### config.mk
export PLATFORM = sky130hd
export DESIGN_NAME = dsc_queue
export DESIGN_NICKNAME = d
export VERILOG_FILES = /design/src/dsc_pkg.sv /design/src/dsc_queue.sv
export SDC_FILE = /design/constraint.sdc
export NUM_CORES = 1
export LEC_CHECK = 0
export BUFFER_PORTS_ARGS = -buffer_cell sky130_fd_sc_hd__buf_2
export CORE_MARGIN = 3
export CORE_UTILIZATION = 50
export DETAILED_ROUTE_END_ITERATION = 8
export PLACE_DENSITY = 0.74
export SLEW_MARGIN = 0
export SYNTH_ARGS = -nofsm -noshare
export SYNTH_HDL_FRONTEND = slang
export SYNTH_SLANG_ARGS = --single-unit
### constraint.sdc
create_clock -name clock -period 2.4 [get_ports clock]
set_clock_uncertainty 0.15 [all_clocks]
set_input_delay 0.48 -clock clock [delete_from_list [all_inputs] [get_ports clock]]
set_output_delay 0.48 -clock clock [all_outputs]
set_load 0.01 [all_outputs]
### src/dsc_pkg.sv
// shared types and constants for the divisible subarray counter
// no dependencies; imported by the front, queue, back and top level modules
`default_nettype none

package dsc_pkg;

   // field widths of the ports
   localparam int VALUE_W    = 31;
   localparam int MODULUS_W  = 11;
   localparam int TOTAL_W    = 63;
   localparam int RESIDUE_W  = 10;

   // remainder unit: dividend bits retired per cycle
   localparam int STEP_BITS  = 2;
   localparam int DIV_CYCLES = (VALUE_W + STEP_BITS - 1) / STEP_BITS;
   localparam int DIV_BITS   = DIV_CYCLES * STEP_BITS;
   localparam int DIV_CNT_W  = (DIV_CYCLES > 1) ? $clog2(DIV_CYCLES) : 1;

   // histogram entries carry an epoch tag so a new array needs no clear
   localparam int EPOCH_W    = 8;
   localparam logic [EPOCH_W-1:0] EPOCH_LAST = {EPOCH_W{1'b1}};

   localparam logic [TOTAL_W-1:0] TOTAL_MAX = {TOTAL_W{1'b1}};

   // queue between front and back
   localparam int QUEUE_DEPTH = 2;
   localparam int QUEUE_PTR_W = $clog2(QUEUE_DEPTH);

   typedef enum logic [1:0] {
      FR_IDLE,
      FR_DIVIDE,
      FR_PUSH
   } front_state_type;

   typedef enum logic [2:0] {
      BK_SWEEP,
      BK_IDLE,
      BK_LOOKUP,
      BK_UPDATE,
      BK_REDUCE
   } back_state_type;

endpackage

`default_nettype wire

### src/dsc_queue.sv
// short fifo between the front end and the histogram back end
// depends on dsc_pkg for its depth
`default_nettype none

module dsc_queue #(
   parameter int DATA_W = 22
) (
   input  logic              clock,
   input  logic              reset,
   input  logic              push_valid,
   output logic              push_ready,
   input  logic [DATA_W-1:0] push_data,
   output logic              pop_valid,
   input  logic              pop_ready,
   output logic [DATA_W-1:0] pop_data
);
   import dsc_pkg::*;

   logic [DATA_W-1:0]      entry_ff [QUEUE_DEPTH];
   logic [QUEUE_PTR_W-1:0] wr_ptr_ff, wr_ptr_in;
   logic [QUEUE_PTR_W-1:0] rd_ptr_ff, rd_ptr_in;
   logic [QUEUE_PTR_W:0]   count_ff, count_in;
   logic                   push_fire;
   logic                   pop_fire;

   assign push_ready = (count_ff != (QUEUE_PTR_W+1)'(QUEUE_DEPTH));
   assign pop_valid  = (count_ff != '0);
   assign pop_data   = entry_ff[rd_ptr_ff];
   assign push_fire  = push_valid && push_ready;
   assign pop_fire   = pop_valid && pop_ready;

   always_comb begin
      wr_ptr_in = push_fire ? wr_ptr_ff + QUEUE_PTR_W'(1) : wr_ptr_ff;
      rd_ptr_in = pop_fire ? rd_ptr_ff + QUEUE_PTR_W'(1) : rd_ptr_ff;
      count_in  = count_ff;
      if (push_fire && !pop_fire) begin
         count_in = count_ff + (QUEUE_PTR_W+1)'(1);
      end else if (pop_fire && !push_fire) begin
         count_in = count_ff - (QUEUE_PTR_W+1)'(1);
      end
   end

   always_ff @(posedge clock) begin
      if (reset) begin
         wr_ptr_ff <= '0;
         rd_ptr_ff <= '0;
         count_ff  <= '0;
      end else begin
         wr_ptr_ff <= wr_ptr_in;
         rd_ptr_ff <= rd_ptr_in;
         count_ff  <= count_in;
      end
   end

   always_ff @(posedge clock) begin
      if (push_fire) begin
         entry_ff[wr_ptr_ff] <= push_data;
      end
   end

   a_count_tracks: assert property (@(posedge clock) disable iff (reset)
      (push_fire && !pop_fire) |=> (count_ff == $past(count_ff) + (QUEUE_PTR_W+1)'(1)))
      else $error("queue count did not follow a push");

endmodule

`default_nettype wire

==> flow_metrics.tcl <==
set metrics [dict create \
    hold-worst-slack_ns 0.158 \
    r2r_start "count_ff[0]" \
    yosysSeqAreaShare_pct 78.9 \
    drc_errors 0 \
    first_global_vias 982 \
    grt_usage_pct 14.8 \
    wl_um 2890 \
    synth_cell_types 17 \
    r2r_end "count_ff[1]" \
    cp.required_ns 1.77 \
    outcome "completed" \
    avgSynthCellArea_sq_um 19.6 \
    gp_congestion 0.684 \
    vias_per_cell 4.87 \
    path_cells "buf_4 -> mux2_2 -> buf_2" \
    synth_area_sq_um 1800 \
    vias 959 \
    grt_max_degree 23 \
    layoutNonFillerInstCount 197 \
    yosysWarnings 0 \
    slew_viol_final 0 \
    ir_drop_uv 543 \
    worstSkewPairLatency_ns 0.34 \
    min_period_ns 2.02 \
    slowest_stage "mux2_2" \
    finalPower_mw 2.20 \
    pre_cts_ws_ns 0.598 \
    die_area_sq_um 4360 \
    synth_top_area_share_pct 73.3 \
    placementRows 21 \
    tns_ns 0 \
    cts_setup_buffers 0 \
    end_kind "output port" \
    nFillCells 275 \
    critPathMaxStageDelay_ns 0.35 \
    r2r_cells 5 \
    synth-seq-cells 49 \
    critPathCapture "pop_data[3]" \
    drive_above_1_share_pct 55.6 \
    diodes 0 \
    syn_nets 119 \
    setup_viol 0 \
    die_x_um 66.0 \
    htreeDepth 2 \
    io_pins 50 \
    initial_utilization_pct 52.7 \
    final_nets 177 \
    cts_buffer_depth 2 \
    hpwl_um 1960 \
    area_delta_synth_final_pct 22.6 \
    worstMarginPinSlew_ns 0.309 \
    maxCapViolCount 0 \
    hold_viol 0 \
    cts_tree "done" \
    fp.dieH_um 66.0 \
    core_area_sq_um 3420 \
    cts_buffers 5 \
    place_inst 189 \
    post-route-period-util_pct 84.1 \
    reg2reg_slack_ns 0.57 \
    overflow 0 \
    numPortBuffers 49 \
    p_leak_nw 0.852 \
    clock-sinks 49 \
    path_class "flop to output port" \
    yosys.area.top_type "edfxtp_1" \
    cp.arrival_ns 1.39 \
    rsz0062_at_grt "false" \
    multi_input_area_sq_um 367 \
    antenna_found_initial 0 \
    startpoint_type "flop" \
    worst_slack_ns 0.382 \
    crit_fanout 12 \
    slew_headroom_pct 79.4 \
    cts_resized 0 \
    firstDrtPassIters 3 \
    cts_hold_buf 0 \
    power_density_nw_per_um2 996 \
    hold_path.class "input pin to flop" \
    clockRootBuffer "clkbuf_4" \
    grt_pass1_wl_um 4490 \
    drt_iter0_markers 41 \
    fmax_ghz 0.496 \
    register_area_sq_um 1420 \
    wire_per_inst_um 14.7 \
    synth.area.top_cells "edfxtp_1 (73%), mux2_2 (14%), dfxtp_1 (5.6%)" \
    postRouteAntennaNets 0 \
    synth_cells 92 \
    clk_pin_slew_ns 0.13 \
]
==> cell usage after synthesis <==
cell	number
and2_1	1
xor2_1	3
ha_1	1
buf_2	2
nand3b_1	1
mux2_2	22
inv_1	1
dfxtp_1	5
or3_1	1
nor2_1	3
or2_2	1
o21ai_0	2
a21oi_1	2
a21bo_2	1
edfxtp_1	44
and3_1	1
nand2b_1	1
==> routing by layer <==
layer	vias to the layer above	global-route usage (%)	wire, um
li1	472	-	-
met1	455	16.2	1130
met2	28	24.9	1540
met3	4	6.12	185
met4	0	6.85	29
met5	-	0	0
==> worst min-delay path by stage <==
stage	to	slack, ns	cells past startpoint	from
finish	entry_ff[1][4]	0.16	1	push_data[4]
global route	entry_ff[1][4]	0.11	1	push_data[4]
CTS	entry_ff[1][4]	0.13	1	push_data[4]
detailed placement	rd_ptr_ff	0.35	2	rd_ptr_ff
global placement	count_ff[1]	0.34	2	count_ff[1]
floorplan	count_ff[1]	0.32	2	count_ff[1]
==> power by group <==
part / internal [mW] / switching [mW] / total [mW]
Sequential: 1.07 / 0.0418 / 1.11
Clock: 0.249 / 0.231 / 0.479
Combinational: 0.299 / 0.312 / 0.611
Total: 1.62 / 0.584 / 2.20
==> stage by stage <==
step | util (%) | area (sq um)
detailed placement | 62.2 | 2120
floorplan | - | 1800
finish | 64.7 | 2210
global placement | 62.2 | 2120
global route | 64.7 | 2210
CTS | 64.7 | 2210
==> area by class of cell <==
cell class	instances	area share, %
clock inverters	1	1.36
clock buffers	7	2.49
inverters	1	0.170
multi-input cells	40	16.6
flip-flops and latches	49	64.3
repair buffers	53	12.5
well taps	46	2.60
==> cell families (layout without fill, tap and decap cells) <==
family / count (synthesis) / in the layout / share of synthesized area, %
flops: 49 / 49 / 78.9
mux: 22 / 22 / 13.8
simple gates: 9 / 9 / 2.78
compound gates: 5 / 5 / 1.67
xor+xnor: 3 / 3 / 1.46
buf+inv: 3 / 62 / 0.764
fa+ha+maj: 1 / 1 / 0.694
==> critical path, delay by kind of cell, from the launching register on <==
family                 cells  cell delay (ns)
multiplexers               1             0.35
flip-flops                 1             0.34
buffers and inverters      2             0.34
==> placed cells by master, fill, tap and decap left out, drive strengths merged <==
| cell | n |
|---|---|
| a21oi | 2 |
| clkbuf | 7 |
| xor2 | 3 |
| edfxtp | 44 |
| and3 | 1 |
| mux2 | 22 |
| or2 | 1 |
| nand2b | 1 |
| dfxtp | 5 |
| o21ai | 2 |
| nor2 | 3 |
| nand3b | 1 |
| bufinv | 1 |
| inv | 1 |
| and2 | 1 |
| buf | 53 |
| ha | 1 |
| or3 | 1 |
| a21bo | 1 |
==> registers in the layout, indices dropped and copies added (netlist names), named ones only <==
signal / count
entry_ff: 44
count_ff: 2
rd_ptr_ff: 1
wr_ptr_ff: 1
No activity file was read; power rests on OpenSTA's default activity.
