==> config.mk <==
export PLATFORM = sky130hd
export DESIGN_NAME = dsc_front
export DESIGN_NICKNAME = d
export VERILOG_FILES = /design/src/dsc_pkg.sv /design/src/dsc_front.sv
export SDC_FILE = /design/constraint.sdc
export NUM_CORES = 1
export LEC_CHECK = 0
export ABC_AREA = 0
export BUFFER_PORTS_ARGS = -buffer_cell sky130_fd_sc_hd__buf_2
export CAP_MARGIN = 15
export CORE_UTILIZATION = 38
export CTS_CLUSTER_SIZE = 10
export DETAILED_ROUTE_END_ITERATION = 12
export PLACE_DENSITY_LB_ADDON = 0.2
export SLEW_MARGIN = 20
export SYNTH_ARGS = -nofsm -noshare
export SYNTH_HDL_FRONTEND = slang
export SYNTH_SLANG_ARGS = --single-unit
==> constraint.sdc <==
create_clock -name clock -period 5.4 [get_ports clock]
set_clock_uncertainty 0.15 [all_clocks]
set_input_delay 0.27 -clock clock [delete_from_list [all_inputs] [get_ports clock]]
set_output_delay 0.27 -clock clock [all_outputs]
set_load 0.005 [all_outputs]
==> src/dsc_pkg.sv <==
// shared types and constants for the divisible subarray counter
// no dependencies; imported by the front, queue, back and top level modules
`default_nettype none

package dsc_pkg;

   // field widths of the ports
   localparam int VALUE_W    = 31;
   localparam int MODULUS_W  = 11;
   localparam int TOTAL_W    = 63;
   localparam int RESIDUE_W  = 10;

   // remainder unit: dividend bits retired per cycle
   localparam int STEP_BITS  = 2;
   localparam int DIV_CYCLES = (VALUE_W + STEP_BITS - 1) / STEP_BITS;
   localparam int DIV_BITS   = DIV_CYCLES * STEP_BITS;
   localparam int DIV_CNT_W  = (DIV_CYCLES > 1) ? $clog2(DIV_CYCLES) : 1;

   // histogram entries carry an epoch tag so a new array needs no clear
   localparam int EPOCH_W    = 8;
   localparam logic [EPOCH_W-1:0] EPOCH_LAST = {EPOCH_W{1'b1}};

   localparam logic [TOTAL_W-1:0] TOTAL_MAX = {TOTAL_W{1'b1}};

   // queue between front and back
   localparam int QUEUE_DEPTH = 2;
   localparam int QUEUE_PTR_W = $clog2(QUEUE_DEPTH);

   typedef enum logic [1:0] {
      FR_IDLE,
      FR_DIVIDE,
      FR_PUSH
   } front_state_type;

   typedef enum logic [2:0] {
      BK_SWEEP,
      BK_IDLE,
      BK_LOOKUP,
      BK_UPDATE,
      BK_REDUCE
   } back_state_type;

endpackage

`default_nettype wire

==> src/dsc_front.sv <==
// front end: modulus register, input acceptance and value-mod-modulus reduction
// depends on dsc_pkg; feeds dsc_queue with {first, modulus, reduced value}
`default_nettype none

module dsc_front #(
   parameter int MAX_MODULUS = 1024
) (
   input  logic                                 clock,
   input  logic                                 reset,
   input  logic                                 csr_we,
   input  logic [dsc_pkg::MODULUS_W-1:0]        csr_wdata,
   input  logic                                 req_valid,
   output logic                                 req_ready,
   input  logic [dsc_pkg::VALUE_W-1:0]          req_value,
   input  logic                                 req_first,
   input  logic                                 sweep_busy,
   output logic                                 push_valid,
   input  logic                                 push_ready,
   output logic [$clog2(MAX_MODULUS+1)+$clog2(MAX_MODULUS):0] push_data
);
   import dsc_pkg::*;

   localparam int EM_W  = $clog2(MAX_MODULUS + 1);
   localparam int RES_W = $clog2(MAX_MODULUS);
   localparam int CMP_W = (EM_W > MODULUS_W) ? EM_W : MODULUS_W;

   front_state_type       state_ff, state_in;
   logic [MODULUS_W-1:0]  modulus_ff;
   logic [DIV_BITS-1:0]   dividend_ff, dividend_in;
   logic [EM_W-1:0]       rem_ff, rem_in;
   logic [EM_W-1:0]       mod_ff, mod_in;
   logic                  first_ff, first_in;
   logic [DIV_CNT_W-1:0]  cnt_ff, cnt_in;
   logic [CMP_W-1:0]      mod_ext;
   logic [EM_W-1:0]       mod_eff;
   logic [EM_W-1:0]       rem_step;

   always_ff @(posedge clock) begin
      if (reset) begin
         modulus_ff <= MODULUS_W'(1);
      end else if (csr_we) begin
         modulus_ff <= csr_wdata;
      end
   end

   // zero acts as one, anything above the histogram size clamps to it
   always_comb begin
      mod_ext = CMP_W'(modulus_ff);
      if (mod_ext == '0) begin
         mod_eff = EM_W'(1);
      end else if (mod_ext > CMP_W'(MAX_MODULUS)) begin
         mod_eff = EM_W'(MAX_MODULUS);
      end else begin
         mod_eff = mod_ext[EM_W-1:0];
      end
   end

   // restoring remainder, STEP_BITS dividend bits per cycle
   always_comb begin
      logic [EM_W:0]   part;
      logic [EM_W-1:0] r;
      r = rem_ff;
      part = '0;
      for (int i = 0; i < STEP_BITS; i++) begin
         part = {r, dividend_ff[DIV_BITS-1-i]};
         if (part >= {1'b0, mod_ff}) begin
            part = part - {1'b0, mod_ff};
         end
         r = part[EM_W-1:0];
      end
      rem_step = r;
   end

   always_ff @(posedge clock) begin
      if (reset) begin
         state_ff <= FR_IDLE;
      end else begin
         state_ff <= state_in;
      end
   end

   always_ff @(posedge clock) begin
      dividend_ff <= dividend_in;
      rem_ff      <= rem_in;
      mod_ff      <= mod_in;
      first_ff    <= first_in;
      cnt_ff      <= cnt_in;
   end

   always_comb begin
      state_in    = state_ff;
      dividend_in = dividend_ff;
      rem_in      = rem_ff;
      mod_in      = mod_ff;
      first_in    = first_ff;
      cnt_in      = cnt_ff;
      req_ready   = 1'b0;
      push_valid  = 1'b0;
      case (state_ff)
         FR_IDLE: begin
            req_ready = !sweep_busy;
            if (req_valid && !sweep_busy) begin
               dividend_in = DIV_BITS'(req_value);
               rem_in      = '0;
               mod_in      = mod_eff;
               first_in    = req_first;
               cnt_in      = '0;
               state_in    = FR_DIVIDE;
            end
         end
         FR_DIVIDE: begin
            rem_in      = rem_step;
            dividend_in = dividend_ff << STEP_BITS;
            cnt_in      = cnt_ff + DIV_CNT_W'(1);
            if (cnt_ff == DIV_CNT_W'(DIV_CYCLES - 1)) begin
               state_in = FR_PUSH;
            end
         end
         FR_PUSH: begin
            push_valid = 1'b1;
            if (push_ready) begin
               state_in = FR_IDLE;
            end
         end
         default: begin
            state_in = FR_IDLE;
         end
      endcase
   end

   assign push_data = {first_ff, mod_ff, rem_ff[RES_W-1:0]};

   a_rem_below_mod: assert property (@(posedge clock) disable iff (reset)
      (state_ff == FR_PUSH) |-> (rem_ff < mod_ff))
      else $error("reduced value not below modulus");

endmodule

`default_nettype wire

==> flow_summary.ini <==
[global_route]
antenna_found_initial = 0
grt_pass1_wl_um = 15460
first_global_vias = 3159
grt_max_degree = 48
grtUsageTotal_pct = 17.14
gr-total-overflow = 0

[synthesis]
yosys.area_share.simple_pct = 20.54
ys_ff_latch = 72
avgSynthCellArea_um2 = 9.682
synthMuxAreaShare_pct = 3.909
synth_area_leaders = edfxtp_1 (41%), nand2_1 (9.5%), ha_1 (6.7%)
synth_top_family_by_area = simple AND/OR/NAND/NOR gates
synth-edff-count = 59
synth_compound_area_share_pct = 12.54
synth-xor-area-share_pct = 2.655
synth.largest_area_cell = edfxtp_1
syn_inst = 443
yosys.cell_types.count = 56
synth_top_area_share_pct = 41.31
synth_warnings = 0
yosys.area_share.adder_pct = 7.643
synth_most_common_cell = nand2_1
ys.flop_type = edfxtp_1
synth_area_mm2 = 0.004289
synth_common_cells = nand2_1 (108), edfxtp_1 (59), nor2_1 (32)
mappedNetlistNets = 517
async_flop_share_pct = 0
seq_area_frac_synth_pct = 47.37

[worst_setup_path]
reg2reg_to = rem_ff[8]$_SDFFCE_PN0P_
crit_chain = ha_1 > fa_1 > nor2b_1 > o22ai_1 > a21oi_1 > or2_4 > mux2_2 > ha_1 > a211oi_1 > o21ai_0 > o221ai_1 > nand2_1 > a211o_2 > a2111oi_0 > a211oi_1
reg2regPathDepth = 15
worstSetupPathType = reg -> reg
rr_startpoint = mod_ff[0]$_SDFFCE_PP1P_
required_ns = 5.31
regToRegSetupSlack_ns = 0.41
path_max_fanout = 13
cp-start-kind = register
critPathMaxStageDelay_ns = 0.43
critical_path.endpoint_type = register
arrival_ns = 4.89
slowest_stage = edfxtp_1

[drt]
viasPerCell = 5.122
antenna_left = 0
dr.pass1.iters = 4
drc = 0
drt-wirelength-per-cell_um = 14.97
num_vias = 3304
drt_iter0_markers = 202
totalWireLength_um = 9656

[sta]
post-route-min-period_ns = 4.987
max_freq_ghz = 0.2005
tightest_slew_ns = 0.6709
final_max_slew_viol_count = 0
fin_crit_sh_pct = 92.35
setup_tns_ns = 0
grt_setup_unrepaired = false
setup_viol = 0
slew_headroom_pct = 55.27
finalHoldViolCount = 0

[clocking]
htree_num_levels = 3
cts_buffer_depth = 2
postCtsSetupBuffers = 0
clk_pin_slew_ns = 0.06
cts-root-buf = clkbuf_16
cts_buffers = 9
insertion_delay_ns = 0.33
clock_sinks = 72
cts_tree = done

[finish]
syn_to_final_growth_pct = 15.37
final_nets = 575
antenna_cells = 0
drive_gt1_share_pct = 20.40
stdcell_count = 645
fin_area_mm2 = 0.004949

[placement]
numPortBuffers = 72
gp_congestion = 0.8316
dpl_cell_area_mm2 = 0.004681
placed_cells = 629
dpl.hpwl_um = 7155

[die]
start_util_pct = 39.22
die-height_um = 108.2
ioPinCount = 73
dieArea_mm2 = 0.01172
coreArea_mm2 = 0.01094
rows = 38
die_w_um = 108.2

[power_and_ir_drop]
intPower_uw = 1215
swShare_pct = 32.12
cellLeakagePower_uw = 0.002146
clock_power_share_pct = 28.8
p_comb_share_pct = 32.5
net-switching-power_uw = 574.9
pwr-share-seq_pct = 38.7
vdd_drop_max_mv = 0.1833
p_per_area_mw_per_mm2 = 361.7

[run_status]
status = complete, no violations

[worst_hold_path]
hold_depth = 2
holdPathEnd = mod_ext[0]$_SDFFE_PP1P_
worstHoldStart = csr_wdata[0]
hp-class = in -> reg

[job]
cap_violations = 0
[what timing repair did]
item                                   4_1_cts  5_1_grt
hold buffers                                 1        0
resized for setup                            0        0
endpoints found under the hold margin        1        0
[worst max path at each step]
stage / start / slack (ns) / end / depth (start not counted)
5_1_grt: mod_ff[0]$_SDFFCE_PP1P_ / 0.11 / rem_ff[8]$_SDFFCE_PN0P_ / 15
3_5_place_dp: mod_ff[0]$_SDFFCE_PP1P_ / 0.48 / rem_ff[8]$_SDFFCE_PN0P_ / 15
4_1_cts: mod_ff[0]$_SDFFCE_PP1P_ / 0.45 / rem_ff[8]$_SDFFCE_PN0P_ / 15
2_1_floorplan: mod_ff[0]$_SDFFCE_PP1P_ / 0.98 / rem_ff[8]$_SDFFCE_PN0P_ / 16
3_3_place_gp: mod_ff[0]$_SDFFCE_PP1P_ / 0.66 / rem_ff[8]$_SDFFCE_PN0P_ / 15
6_report: mod_ff[0]$_SDFFCE_PP1P_ / 0.41 / rem_ff[8]$_SDFFCE_PN0P_ / 15
[flip-flops by register name, indices dropped and copies added (netlist names)]
name         count
state_ff         2
mod_ff          11
rem_ff          11
first_ff         1
dividend_ff     32
cnt_ff           4
mod_ext         11
[placed cells by master (no fill, tap or decap), types with 4 or more instances in the layout]
| cell type | netlist | routed |
|---|---|---|
| nand2_1 | 108 | 108 |
| buf_2 | 0 | 72 |
| edfxtp_1 | 59 | 59 |
| nor2_1 | 32 | 32 |
| ha_1 | 23 | 23 |
| inv_1 | 18 | 18 |
| a21oi_1 | 18 | 18 |
| nor2b_1 | 16 | 15 |
| dfxtp_1 | 13 | 13 |
| xnor2_1 | 10 | 10 |
| o21ai_0 | 10 | 10 |
| mux2i_1 | 10 | 10 |
| a211oi_1 | 9 | 9 |
| clkbuf_16 | 0 | 9 |
| nand4_1 | 6 | 6 |
| mux2_2 | 6 | 6 |
| o21a_1 | 5 | 5 |
| nand3_1 | 5 | 5 |
| and2_1 | 5 | 5 |
| nor3_1 | 4 | 4 |
[layout make-up]
| type | count | area, um2 |
|---|---|---|
| clock inverter | 4 | 22.52 |
| clock buffer | 11 | 232.7 |
| tap | 140 | 175.2 |
| sequential | 72 | 2032 |
| multi-input combinational | 325 | 2033 |
| timing repair buffer | 75 | 385.4 |
| inverter | 18 | 67.56 |
| fill | 1098 | 5987 |
[metrics by stage]
step                      util (%)  total power (uW)  hold WS, ns  worst slack (ns)
after floorplan                  -              1151       0.1924            0.9775
after global placement       42.80              1272       0.2962            0.6561
after detailed placement     42.80              1278       0.2987            0.4752
after CTS                    45.23              1799     0.004012            0.4548
after global routing         45.25              1895      0.01950            0.1140
final                        45.25              1790      0.01583            0.4129
[cells by family after synthesis]
family | Yosys count
AO/OA/AOI/OAI | 75
XOR/XNOR | 13
adder cells (fa/ha/maj) | 25
multiplexers | 16
flip-flops | 72
buffers and inverters | 46
AND/OR/NAND/NOR | 196
[critical path, delay by kind of cell, from the launching register on]
family	cells	cell delay, ns
multiplexers	1	0.38
flip-flops	1	0.43
AND/OR/NAND/NOR	3	0.73
AO/OA/AOI/OAI	8	1.99
adder cells (fa/ha/maj)	3	1.02
[per-layer routing]
metal,track usage (%),vias to the layer above,wire (um)
met3,3.677,9,523
met4,5.382,0,112
met5,0,-,0
met1,24.02,1538,4684
met2,26.30,79,4336
li1,-,1678,-
[power groups by stage]
stage	clock network (uW)	registers, uW	logic [uW]
after CTS	528	694	577
final	515	693	582
after floorplan	0	693	458
after global routing	547	698	651
after detailed placement	0	705	573
after global placement	0	704	569
Note: power is estimated with default switching activity, not from simulation.
